==> src/rtl/npp_pkg.sv <==
package npp_pkg;

  localparam int unsigned BITS_PER_READ = 8;
  localparam int unsigned BIT_CNT_W = 4;
  localparam int unsigned CFG_IDX_W = 2;
  localparam int unsigned CFG_DATA_W = 8;

  localparam logic [CFG_IDX_W-1:0] CFG_FAMICON_MODE = 2'd0;
  localparam logic [CFG_IDX_W-1:0] CFG_LATCH_TICKS = 2'd1;
  localparam logic [CFG_IDX_W-1:0] CFG_HALF_BIT_TICKS = 2'd2;

  localparam logic [7:0] LATCH_TICKS_RST = 8'd12;
  localparam logic [7:0] HALF_BIT_TICKS_RST = 8'd6;

  localparam logic [7:0] AXIS_CENTER = 8'h80;
  localparam logic [7:0] AXIS_MAX = 8'hff;
  localparam logic [7:0] AXIS_MIN = 8'h00;

  typedef enum logic [1:0] {
    MODE_PLAIN,
    MODE_FAMICOM,
    MODE_A_HELD,
    MODE_B_HELD
  } mode_t;

  typedef enum logic [1:0] {
    PH_IDLE,
    PH_LATCH,
    PH_HIGH,
    PH_LOW
  } phase_t;

  typedef struct packed {
    logic [7:0] axis_x;
    logic [7:0] axis_y;
    logic [3:0] buttons;
    logic       mic_changed;
  } report_t;

endpackage

==> src/rtl/nes_pad_poller_hid_report_top.sv <==
// NES pad poller: each request is one time-base tick and produces exactly one
// result. A poll request while idle drives the latch high for latch_ticks,
// then reads 8 bits MSB first, each as half_bit_ticks of clock high followed
// by half_bit_ticks of clock low, sampling the inverted data line on the first
// low tick. On the last tick of a read a report (axes and four mapped buttons)
// is flagged if the byte changed or a microphone press is pending. Throughput
// is one request per cycle unless out_stall holds a valid result; a request passes
// the input register, then the sequencer state update, then the result register.
// Configuration writes take effect on the next processed request.
module nes_pad_poller_hid_report_top
  import npp_pkg::*;
(
  input  logic                  clk,
  input  logic                  rst_n,
  input  logic                  cfg_we,
  input  logic [CFG_IDX_W-1:0]  cfg_index,
  input  logic [CFG_DATA_W-1:0] cfg_wdata,
  input  logic                  in_valid,
  output logic                  in_stall,
  input  logic                  in_start_poll,
  input  logic                  in_data_level,
  input  logic                  in_mic_level,
  output logic                  out_valid,
  input  logic                  out_stall,
  output logic                  out_latch_out,
  output logic                  out_clock_out,
  output logic                  out_busy_res,
  output logic                  out_report_valid,
  output logic [7:0]            out_axis_x,
  output logic [7:0]            out_axis_y,
  output logic [3:0]            out_buttons
);

  // configuration
  mode_t      mode_r;
  logic [7:0] latch_ticks_r;
  logic [7:0] half_bit_ticks_r;

  always_ff @(posedge clk) begin
    if (!rst_n) begin
      mode_r           <= MODE_PLAIN;
      latch_ticks_r    <= LATCH_TICKS_RST;
      half_bit_ticks_r <= HALF_BIT_TICKS_RST;
    end else if (cfg_we) begin
      if (cfg_index == CFG_FAMICON_MODE) mode_r <= mode_t'(cfg_wdata[1:0]);
      if (cfg_index == CFG_LATCH_TICKS) latch_ticks_r <= cfg_wdata;
      if (cfg_index == CFG_HALF_BIT_TICKS) half_bit_ticks_r <= cfg_wdata;
    end
  end

  // input register
  logic in_valid_r;
  logic start_r;
  logic data_r;
  logic mic_r;
  logic out_valid_r;
  logic advance;
  logic step;

  assign advance  = !out_valid_r || !out_stall;
  assign step     = in_valid_r && advance;
  assign in_stall = in_valid_r && !advance;

  always_ff @(posedge clk) begin
    if (!rst_n) begin
      in_valid_r <= 1'b0;
    end else if (!in_stall) begin
      in_valid_r <= in_valid;
    end
  end

  always_ff @(posedge clk) begin
    if (in_valid && !in_stall) begin
      start_r <= in_start_poll;
      data_r  <= in_data_level;
      mic_r   <= in_mic_level;
    end
  end

  // sequencer state
  phase_t               phase_r, phase_nxt;
  logic [7:0]           tick_count_r, tick_count_nxt;
  logic [BIT_CNT_W-1:0] bit_count_r, bit_count_nxt;
  logic [7:0]           shift_byte_r, shift_byte_nxt;
  logic [7:0]           last_reported_r, last_reported_nxt;
  logic                 mic_pending_r, mic_pending_nxt;
  logic                 mic_changed_r, mic_changed_nxt;

  phase_t               ph_eff;
  logic [7:0]           tc_eff;
  logic [BIT_CNT_W-1:0] bc_eff;
  logic [7:0]           sb_eff;
  logic [7:0]           tc_inc;
  logic [7:0]           len;
  logic                 end_phase;
  logic [BIT_CNT_W:0]   bc_inc;
  logic                 last_bit;
  logic                 done;
  logic                 mic_p1;
  logic                 mic_c1;
  logic                 report;
  report_t              rpt;

  always_comb begin
    ph_eff = phase_r;
    tc_eff = tick_count_r;
    bc_eff = bit_count_r;
    sb_eff = shift_byte_r;
    if (phase_r == PH_IDLE && start_r) begin
      ph_eff = PH_LATCH;
      tc_eff = 8'd0;
      bc_eff = '0;
      sb_eff = 8'd0;
    end
  end

  assign len       = (ph_eff == PH_LATCH) ? latch_ticks_r : half_bit_ticks_r;
  assign tc_inc    = tc_eff + 8'd1;
  assign end_phase = (tc_inc >= len);
  assign bc_inc    = {1'b0, bc_eff} + {{BIT_CNT_W{1'b0}}, 1'b1};
  assign last_bit  = (bc_inc >= (BIT_CNT_W + 1)'(BITS_PER_READ));
  assign done      = (ph_eff == PH_LOW) && end_phase && last_bit;

  // next phase
  always_comb begin
    phase_nxt = ph_eff;
    if (end_phase) begin
      unique case (ph_eff)
        PH_IDLE:  phase_nxt = PH_IDLE;
        PH_LATCH: phase_nxt = PH_HIGH;
        PH_HIGH:  phase_nxt = PH_LOW;
        PH_LOW:   phase_nxt = last_bit ? PH_IDLE : PH_HIGH;
        default:  phase_nxt = PH_IDLE;
      endcase
    end
  end

  npp_report u_report (
    .pad_byte    (shift_byte_nxt),
    .mode        (mode_r),
    .mic_pending (mic_p1),
    .rpt         (rpt)
  );

  // datapath and report decision
  always_comb begin
    mic_p1            = mic_pending_r | ~mic_r;
    mic_c1            = mic_changed_r | ~mic_r;
    tick_count_nxt    = tc_eff;
    bit_count_nxt     = bc_eff;
    shift_byte_nxt    = sb_eff;
    if (ph_eff == PH_LOW && tc_eff == 8'd0) begin
      shift_byte_nxt = {sb_eff[6:0], ~data_r};
    end
    if (ph_eff != PH_IDLE) begin
      tick_count_nxt = end_phase ? 8'd0 : tc_inc;
      if (ph_eff == PH_LOW && end_phase) bit_count_nxt = bc_inc[BIT_CNT_W-1:0];
    end
    report            = done && (mic_c1 || shift_byte_nxt != last_reported_r);
    last_reported_nxt = report ? shift_byte_nxt : last_reported_r;
    mic_pending_nxt   = report ? 1'b0 : mic_p1;
    mic_changed_nxt   = report ? rpt.mic_changed : mic_c1;
  end

  always_ff @(posedge clk) begin
    if (!rst_n) begin
      phase_r         <= PH_IDLE;
      tick_count_r    <= 8'd0;
      bit_count_r     <= '0;
      shift_byte_r    <= 8'd0;
      last_reported_r <= 8'd0;
      mic_pending_r   <= 1'b0;
      mic_changed_r   <= 1'b0;
    end else if (step) begin
      phase_r         <= phase_nxt;
      tick_count_r    <= tick_count_nxt;
      bit_count_r     <= bit_count_nxt;
      shift_byte_r    <= shift_byte_nxt;
      last_reported_r <= last_reported_nxt;
      mic_pending_r   <= mic_pending_nxt;
      mic_changed_r   <= mic_changed_nxt;
    end
  end

  // result register
  always_ff @(posedge clk) begin
    if (!rst_n) begin
      out_valid_r <= 1'b0;
    end else if (advance) begin
      out_valid_r <= in_valid_r;
    end
  end

  always_ff @(posedge clk) begin
    if (step) begin
      out_latch_out    <= (ph_eff == PH_LATCH);
      out_clock_out    <= (ph_eff != PH_LOW);
      out_busy_res     <= (ph_eff != PH_IDLE);
      out_report_valid <= report;
      out_axis_x       <= report ? rpt.axis_x : AXIS_CENTER;
      out_axis_y       <= report ? rpt.axis_y : AXIS_CENTER;
      out_buttons      <= report ? rpt.buttons : 4'd0;
    end
  end

  assign out_valid = out_valid_r;

`ifndef SYNTHESIS
  a_latch_clock_high: assert property (@(posedge clk) disable iff (!rst_n)
    out_valid_r && out_latch_out |-> out_clock_out)
    else $error("latch driven while clock low");

  a_report_busy: assert property (@(posedge clk) disable iff (!rst_n)
    out_valid_r && out_report_valid |-> out_busy_res)
    else $error("report outside a read");

  a_no_report_idle_fields: assert property (@(posedge clk) disable iff (!rst_n)
    out_valid_r && !out_report_valid |->
      out_axis_x == AXIS_CENTER && out_axis_y == AXIS_CENTER && out_buttons == 4'd0)
    else $error("report fields set without a report");

  a_idle_count_clear: assert property (@(posedge clk) disable iff (!rst_n)
    phase_r == PH_IDLE |-> tick_count_r == 8'd0)
    else $error("tick count left over in idle");

  a_stall_only_when_full: assert property (@(posedge clk) disable iff (!rst_n)
    in_stall |-> out_valid_r && out_stall)
    else $error("input stalled with room downstream");
`endif

endmodule

==> src/rtl/npp_report.sv <==
module npp_report
  import npp_pkg::*;
(
  input  logic [7:0] pad_byte,
  input  mode_t      mode,
  input  logic       mic_pending,
  output report_t    rpt
);

  logic both;

  assign both = pad_byte[7] & pad_byte[6];

  always_comb begin
    rpt.axis_x = AXIS_CENTER;
    rpt.axis_y = AXIS_CENTER;
    if (pad_byte[0]) rpt.axis_x = AXIS_MAX;
    if (pad_byte[1]) rpt.axis_x = AXIS_MIN;
    if (pad_byte[2]) rpt.axis_y = AXIS_MAX;
    if (pad_byte[3]) rpt.axis_y = AXIS_MIN;
    rpt.buttons = 4'd0;
    rpt.mic_changed = mic_pending;
    unique case (mode)
      MODE_PLAIN: begin
        rpt.buttons = {pad_byte[4], pad_byte[5], pad_byte[6], pad_byte[7]};
        rpt.mic_changed = 1'b0;
      end
      MODE_FAMICOM: begin
        rpt.buttons = {mic_pending, both, pad_byte[6], pad_byte[7]};
      end
      MODE_A_HELD: begin
        // a+b together overrides the single-button bits
        rpt.buttons = both ? {2'b01, 1'b0, mic_pending}
                           : {pad_byte[7], 1'b0, pad_byte[6], mic_pending};
      end
      MODE_B_HELD: begin
        rpt.buttons = both ? {2'b01, mic_pending, 1'b0}
                           : {pad_byte[6], 1'b0, mic_pending, pad_byte[7]};
      end
      default: begin
        rpt.buttons = 4'd0;
      end
    endcase
  end

endmodule

==> config.mk <==
export PLATFORM = sky130hd
export DESIGN_NAME = nes_pad_poller_hid_report_top
export DESIGN_NICKNAME = d
export VERILOG_FILES = /design/src/rtl/npp_pkg.sv /design/src/rtl/nes_pad_poller_hid_report_top.sv /design/src/rtl/npp_report.sv
export SDC_FILE = /design/constraint.sdc
export NUM_CORES = 1
export LEC_CHECK = 0
export BUFFER_PORTS_ARGS = -buffer_cell sky130_fd_sc_hd__buf_2
export CAP_MARGIN = 20
export CORE_ASPECT_RATIO = 0.8
export CORE_MARGIN = 4
export CORE_UTILIZATION = 45
export CTS_CLUSTER_SIZE = 12
export DETAILED_ROUTE_END_ITERATION = 7
export GPL_ROUTABILITY_DRIVEN = 0
export GPL_TIMING_DRIVEN = 0
export PLACE_DENSITY = 0.76
export RECOVER_POWER = 50
export SLEW_MARGIN = 20
export SYNTH_ARGS = -nofsm -noshare
export SYNTH_HDL_FRONTEND = slang
export SYNTH_SLANG_ARGS = --single-unit
==> constraint.sdc <==
create_clock -name clk -period 3.38 [get_ports clk]
set_input_delay 0.169 -clock clk [delete_from_list [all_inputs] [get_ports clk]]
set_output_delay 0.169 -clock clk [all_outputs]
set_load 0.03 [all_outputs]
==> results of run 1 <==
registers in the layout (all words and copies together), names as in the netlist, 4 cells and up:
name	flops
tick_count_r	8
shift_byte_r	8
half_bit_ticks_r	8
last_reported_r	8
latch_ticks_r	8
bit_count_r	4
out_buttons	4
logic make-up after synthesis:
logic type               count (synthesis)  share of synthesized area [%]
flip-flops                              67                           39.6
AND/OR/NAND/NOR                        189                           26.0
adder cells (fa/ha/maj)                 12                           3.98
AO/OA/AOI/OAI                           85                           13.9
multiplexers                            33                           8.93
XOR/XNOR                                 6                           1.39
buffers and inverters                   40                           6.24
worst max-delay path by stage:
stage,startpoint,to,slack [ps],cells after the start
2_1_floorplan,phase_r[1],out_axis_y[7],110,13
3_3_place_gp,start_r,phase_r[0],-510,12
3_5_place_dp,start_r,phase_r[0],-550,12
4_1_cts,start_r,out_axis_y[7],6,11
5_1_grt,start_r,phase_r[0],-110,14
6_report,start_r,out_axis_y[7],80,12
synth_stat cells (2+ instances only):
master,count,area [um^2]
edfxtp_1,15,450
nand3b_1,3,22.5
xor2_1,5,43.8
nor4_1,2,12.5
ha_1,12,150
o21ai_0,17,85.1
and4_4,2,22.5
nor2b_1,13,81.3
clkbuf_1,10,37.5
a2111oi_0,2,17.5
a211oi_1,7,52.6
nand2b_1,15,93.8
dfxtp_1,52,1040
buf_1,2,7.51
mux2i_1,31,310
inv_1,9,33.8
nor3_1,10,50.1
nand3_1,17,85.1
nor3b_1,3,22.5
buf_4,13,97.6
a22oi_1,4,30.0
a31oi_1,2,12.5
nor2_1,55,206
buf_6,4,45.0
and3_1,5,31.3
nand2_1,45,169
a21oi_1,38,190
o31ai_1,2,15.0
and2_1,4,25.0
worst register-to-register path: stages (launching register included):
cell      delay [ps]
edfxtp_1         440
or3b_4           440
and2_4           160
inv_1             50
ha_2             170
or4b_4           480
nor3_4           150
buf_6            130
mux2_4           300
o2111a_2         280
nand4_4          120
nand3b_4         160
nand2b_4         180
routing by layer:
layer	vias to the layer above	part of all wire, %	GRT usage, %
li1	1663	-	-
met1	1652	45	28.4
met2	147	46	30.8
met3	19	7.7	5.52
met4	0	1.6	7.38
met5	-	0	0
stage by stage:
step                      power [mW]  hold WS [ps]  utilization [%]  worst slack, ps
final                           1.82          49.4             56.9             78.2
after global routing            1.88          45.4             56.9             -111
after CTS                       1.82          30.5             55.9             6.30
after detailed placement        1.05           349             51.1             -551
after global placement          1.04           347             51.1             -509
after floorplan                0.990           231                -              110
final cells by class:
type / instances / area share (%)
plain buffers: 27 / 3.90
multi-input cells: 326 / 47.6
clock inverters: 5 / 1.88
clock buffers: 11 / 3.08
flip-flops and latches: 67 / 32.5
repair buffers: 61 / 7.26
well taps: 108 / 2.95
inverters: 10 / 0.818
report_power, final:
part           internal (mW)  switching [mW]  total [mW]
combinational         0.0726           0.126       0.198
sequential             0.837          0.0145       0.852
clock                  0.440           0.331       0.771
timing repair:
item                                   4_1_cts  5_1_grt
pin swaps                                    6        8
setup buffers                               10        5
gates resized for setup                     14       19
gates cloned                                 1        0
setup endpoints to repair                   33       32
hold buffers                                 3        0
endpoints found under the hold margin        3        0
==> metrics.yaml, run 1 <==
track_usage_pct: 20.6
fmax_ghz: 0.303
antenna_cells: 0
fin_setup_tns_ps: 0
rr_worst_depth: 12
synth-edff-count: 15
final_max_slew_viol_count: 0
min_period_over_period_pct: 97.7
grt_pass1_wl_um: 16000
cts-buffers-inserted: 9
hp-start: "cfg_wdata[3]"
yosys_warnings: 0
startpoint_type: "flop"
ys_seq_area_share_pct: 39.6
dp.cells: 583
r2r-start: "start_r"
port-buffer-count: 43
crit_slowest_cell: "or4b_4"
n_fill_cell: 694
drc: 0
worstSkewPairLatency_ps: 360
multi_input_area_um2: 2180
path_clk_slew_ps: 80
fp.dieW_um: 110
post-route-cell-area_um2: 4590
crit_chain: "or3b_4, and2_4, inv_1, ha_2, or4b_4, nor3_4, buf_6, mux2_4, o2111a_2, nand4_4, nand3b_4, nand2b_4"
synth_seq_cells: 67
p_leak_nw: 1.84
crit_type: "reg -> reg"
clock_sinks: 67
root_buffer: "clkbuf_8"
drt_iter0_drc: 233
powerDensity_nw_per_um2: 397
peakVddDrop_mv: 0.390
antenna_found_initial: 0
syn_avg_cell_area_um2: 8.72
netlist_area_um2: 3770
required_ps: 3480
status: "finished, final reports clean"
initial_core_util_pct: 46.8
async_flop_share_pct: 0
h-tree-depth: 3
coreArea_um2: 8060
hpwl_um: 6790
hold_class: "in -> reg"
drv_cap: 0
most-common-layout-cells: "52 x nor2_1, 52 x dfxtp_1, 43 x nand2_1"
cp_max_fo: 5
worst_setup_path_end_kind: "flop"
synth.distinct_cells: 62
die_height_um: 89.9
drt_pre_antenna_iters: 7
syn_to_final_growth_pct: 21.7
pin_count: 44
maxSlewHeadroom_pct: 52.3
regToRegSetupSlack_ps: 80
hold_violations: 0
die_area_um2: 9910
grt_remaining_overflow: 0
critPathBufInv: 2
rr_endpoint: "out_axis_y[7]"
antenna_left: 0
synth_ff_type: "dfxtp_1"
finalSetupViolCount: 0
wl_um: 9960
synth_nets: 462
crit_arrival_ps: 3400
finClkSkew_ps: 9.81
whs_path_depth: 3
period_needed_ps: 3300
grt_start_max_net_pins: 22
regArea_um2: 1490
cp_top_family: "simple AND/OR/NAND/NOR gates"
min_to: "latch_ticks_r[3]"
drive_above_1_share_pct: 21.1
final_cells: 615
synthCells: 432
grt_pass1_vias: 3260
final_nets: 532
cpPeakStageDelay_ps: 480
vias: 3481
placed_area_um2: 4120
via_per_inst: 5.66
cts_tree: "built"
avgRoutedWirePerCell_um: 16.2
clockBufferDepth: 2
num_rows: 29
worstMarginPinSlew_ps: 715
Power figures use the tool's default switching activity.
==> run 2: changes to the inputs <==
--- a/config.mk
+++ b/config.mk
@@ -9,13 +9,14 @@
 export CAP_MARGIN = 20
 export CORE_ASPECT_RATIO = 0.8
 export CORE_MARGIN = 4
-export CORE_UTILIZATION = 45
+export CORE_UTILIZATION = 53
 export CTS_CLUSTER_SIZE = 12
 export DETAILED_ROUTE_END_ITERATION = 7
 export GPL_ROUTABILITY_DRIVEN = 0
 export GPL_TIMING_DRIVEN = 0
-export PLACE_DENSITY = 0.76
+export PLACE_DENSITY = 0.85
 export RECOVER_POWER = 50
+export SETUP_SLACK_MARGIN = 0.2
 export SLEW_MARGIN = 20
 export SYNTH_ARGS = -nofsm -noshare
 export SYNTH_HDL_FRONTEND = slang
==> run 2 against run 1 <==
The flow now finishes with violations (setup timing). Critical path depth up 3. Worst hold slack got worse by 20 ps. Routed wire length rose by 27%. Power fell by 0.10%. Cell area grew 7.5%. Fmax down 2.5%. Final cell count shrank 1.3%. Sequential share of layout area decreased by 2.2 points. Largest power group unchanged. Highest routed layer unchanged.
==> metrics.yaml, run 2 (same netlist as run 1, synthesis figures left out) <==
finalPower_mw: 1.82
final_max_slew_viol_count: 0
root_buffer: "clkbuf_8"
required_ps: 3480
crit_arrival_ps: 3490
vias: 4034
grt_remaining_overflow: 0
via_per_inst: 6.65
rsz0062_at_grt: "true"
clock_sinks: 67
status: "finished with violations"
regArea_um2: 1490
powerDensity_nw_per_um2: 369
n_fill_cell: 424
crit_type: "reg -> reg"
die_height_um: 83.4
port-buffer-count: 43
most-common-layout-cells: "50 x dfxtp_1, 46 x nor2_1, 43 x nand2_1, 43 x buf_2, 36 x buf_4"
h-tree-depth: 3
avgRoutedWirePerCell_um: 20.9
final_nets: 545
finClkSkew_ps: 12.4
startpoint_type: "flop"
worstMarginPinSlew_ps: 881
finalSetupViolCount: 3
timing.final.ws_setup_ps: -7.70
hpwl_um: 6840
violations: "setup timing"
grt_pass1_vias: 3657
period_needed_ps: 3390
multi_input_area_um2: 2370
antenna_left: 0
maxSlewHeadroom_pct: 41.3
min_period_over_period_pct: 100
worst_setup_path_end_kind: "flop"
p_leak_nw: 2.01
hold_violations: 0
cts-buffers-inserted: 9
num_rows: 27
fp.dieW_um: 102
initial_core_util_pct: 54.7
peakVddDrop_mv: 0.315
fin_util_pct: 71.6
clockBufferDepth: 2
antenna_found_initial: 0
antenna_cells: 0
grt_start_max_net_pins: 22
path_clk_slew_ps: 80
pin_count: 44
coreArea_um2: 6890
worstSkewPairLatency_ps: 360
drive_above_1_share_pct: 34.4
drt_pre_antenna_iters: 6
drv_cap: 0
track_usage_pct: 26.4
die_area_um2: 8530
cp_max_fo: 5
wl_um: 12700
final_common_cell: "dfxtp_1"
fmax_ghz: 0.295
drt_iter0_drc: 622
cts_tree: "built"
drc: 0
syn_to_final_growth_pct: 30.8
grt_pass1_wl_um: 17700
place_ws_ps: -518
hold_class: "in -> reg"
run 2: final cells by class:
class | instances | share of cell area (%)
Buffer | 30 | 4.82
Clock buffer | 12 | 4.03
Tap cell | 87 | 2.21
Sequential cell | 67 | 30.3
Inverter | 10 | 0.812
Timing Repair Buffer | 71 | 9.29
Multi-Input combinational cell | 326 | 48.0
Clock inverter | 4 | 0.533
run 2: worst max-delay path, cell delays in order (launching register included):
cell and delay [ps]:
dfxtp_2 330, buf_8 110, or3b_4 380, buf_6 140
and2_4 170, inv_4 50, ha_4 110, or4b_4 480
nor3_4 230, buf_6 170, buf_12 130, o211a_1 160
o21a_1 210, nand4_4 190, nand3b_4 200, a211oi_2 50
run 2: repair_timing:
item / 4_1_cts / 5_1_grt
hold buffers: 3 / 0
endpoints found under the hold margin: 3 / 0
setup endpoints to repair: 33 / 40
setup buffers: 10 / 13
gates resized for setup: 38 / 54
pin swaps: 7 / 23
gates cloned: 1 / 2
run 2: metal layers:
metal	vias to the layer above	share of wire, %	GRT usage [%]
li1	1696	-	-
met1	1864	35	33.5
met2	373	45	41.4
met3	101	13	7.05
met4	0	5.7	12.2
met5	-	0	0
run 2: power breakdown:
part           total, mW  internal (mW)  switching, mW
Clock              0.733          0.399          0.334
Sequential         0.854          0.837         0.0165
Combinational      0.231         0.0855          0.146
run 2: per-stage QoR:
stage / std cells / setup TNS [ps] / cell area, um^2 / hold slack (ps)
after floorplan: 432 / 0 / 3780 / 231
after global placement: 562 / -8360 / 4110 / 346
after detailed placement: 562 / -10820 / 4110 / 347
after CTS: 592 / -17.9 / 4610 / 17.1
after global routing: 607 / -824 / 4930 / 32.3
final: 607 / -15.3 / 4930 / 29.5
run 2: worst paths after layout:
check / from / to / slack, ps / cells past startpoint
setup / recovery: phase_r[1] / out_buttons[3] / -8 / 15
hold / removal: in_valid / in_valid_r / 30 / 3
setup reg to reg: phase_r[1] / out_buttons[3] / -8 / 15
hold reg to reg: half_bit_ticks_r[4] / half_bit_ticks_r[4] / 500 / 2
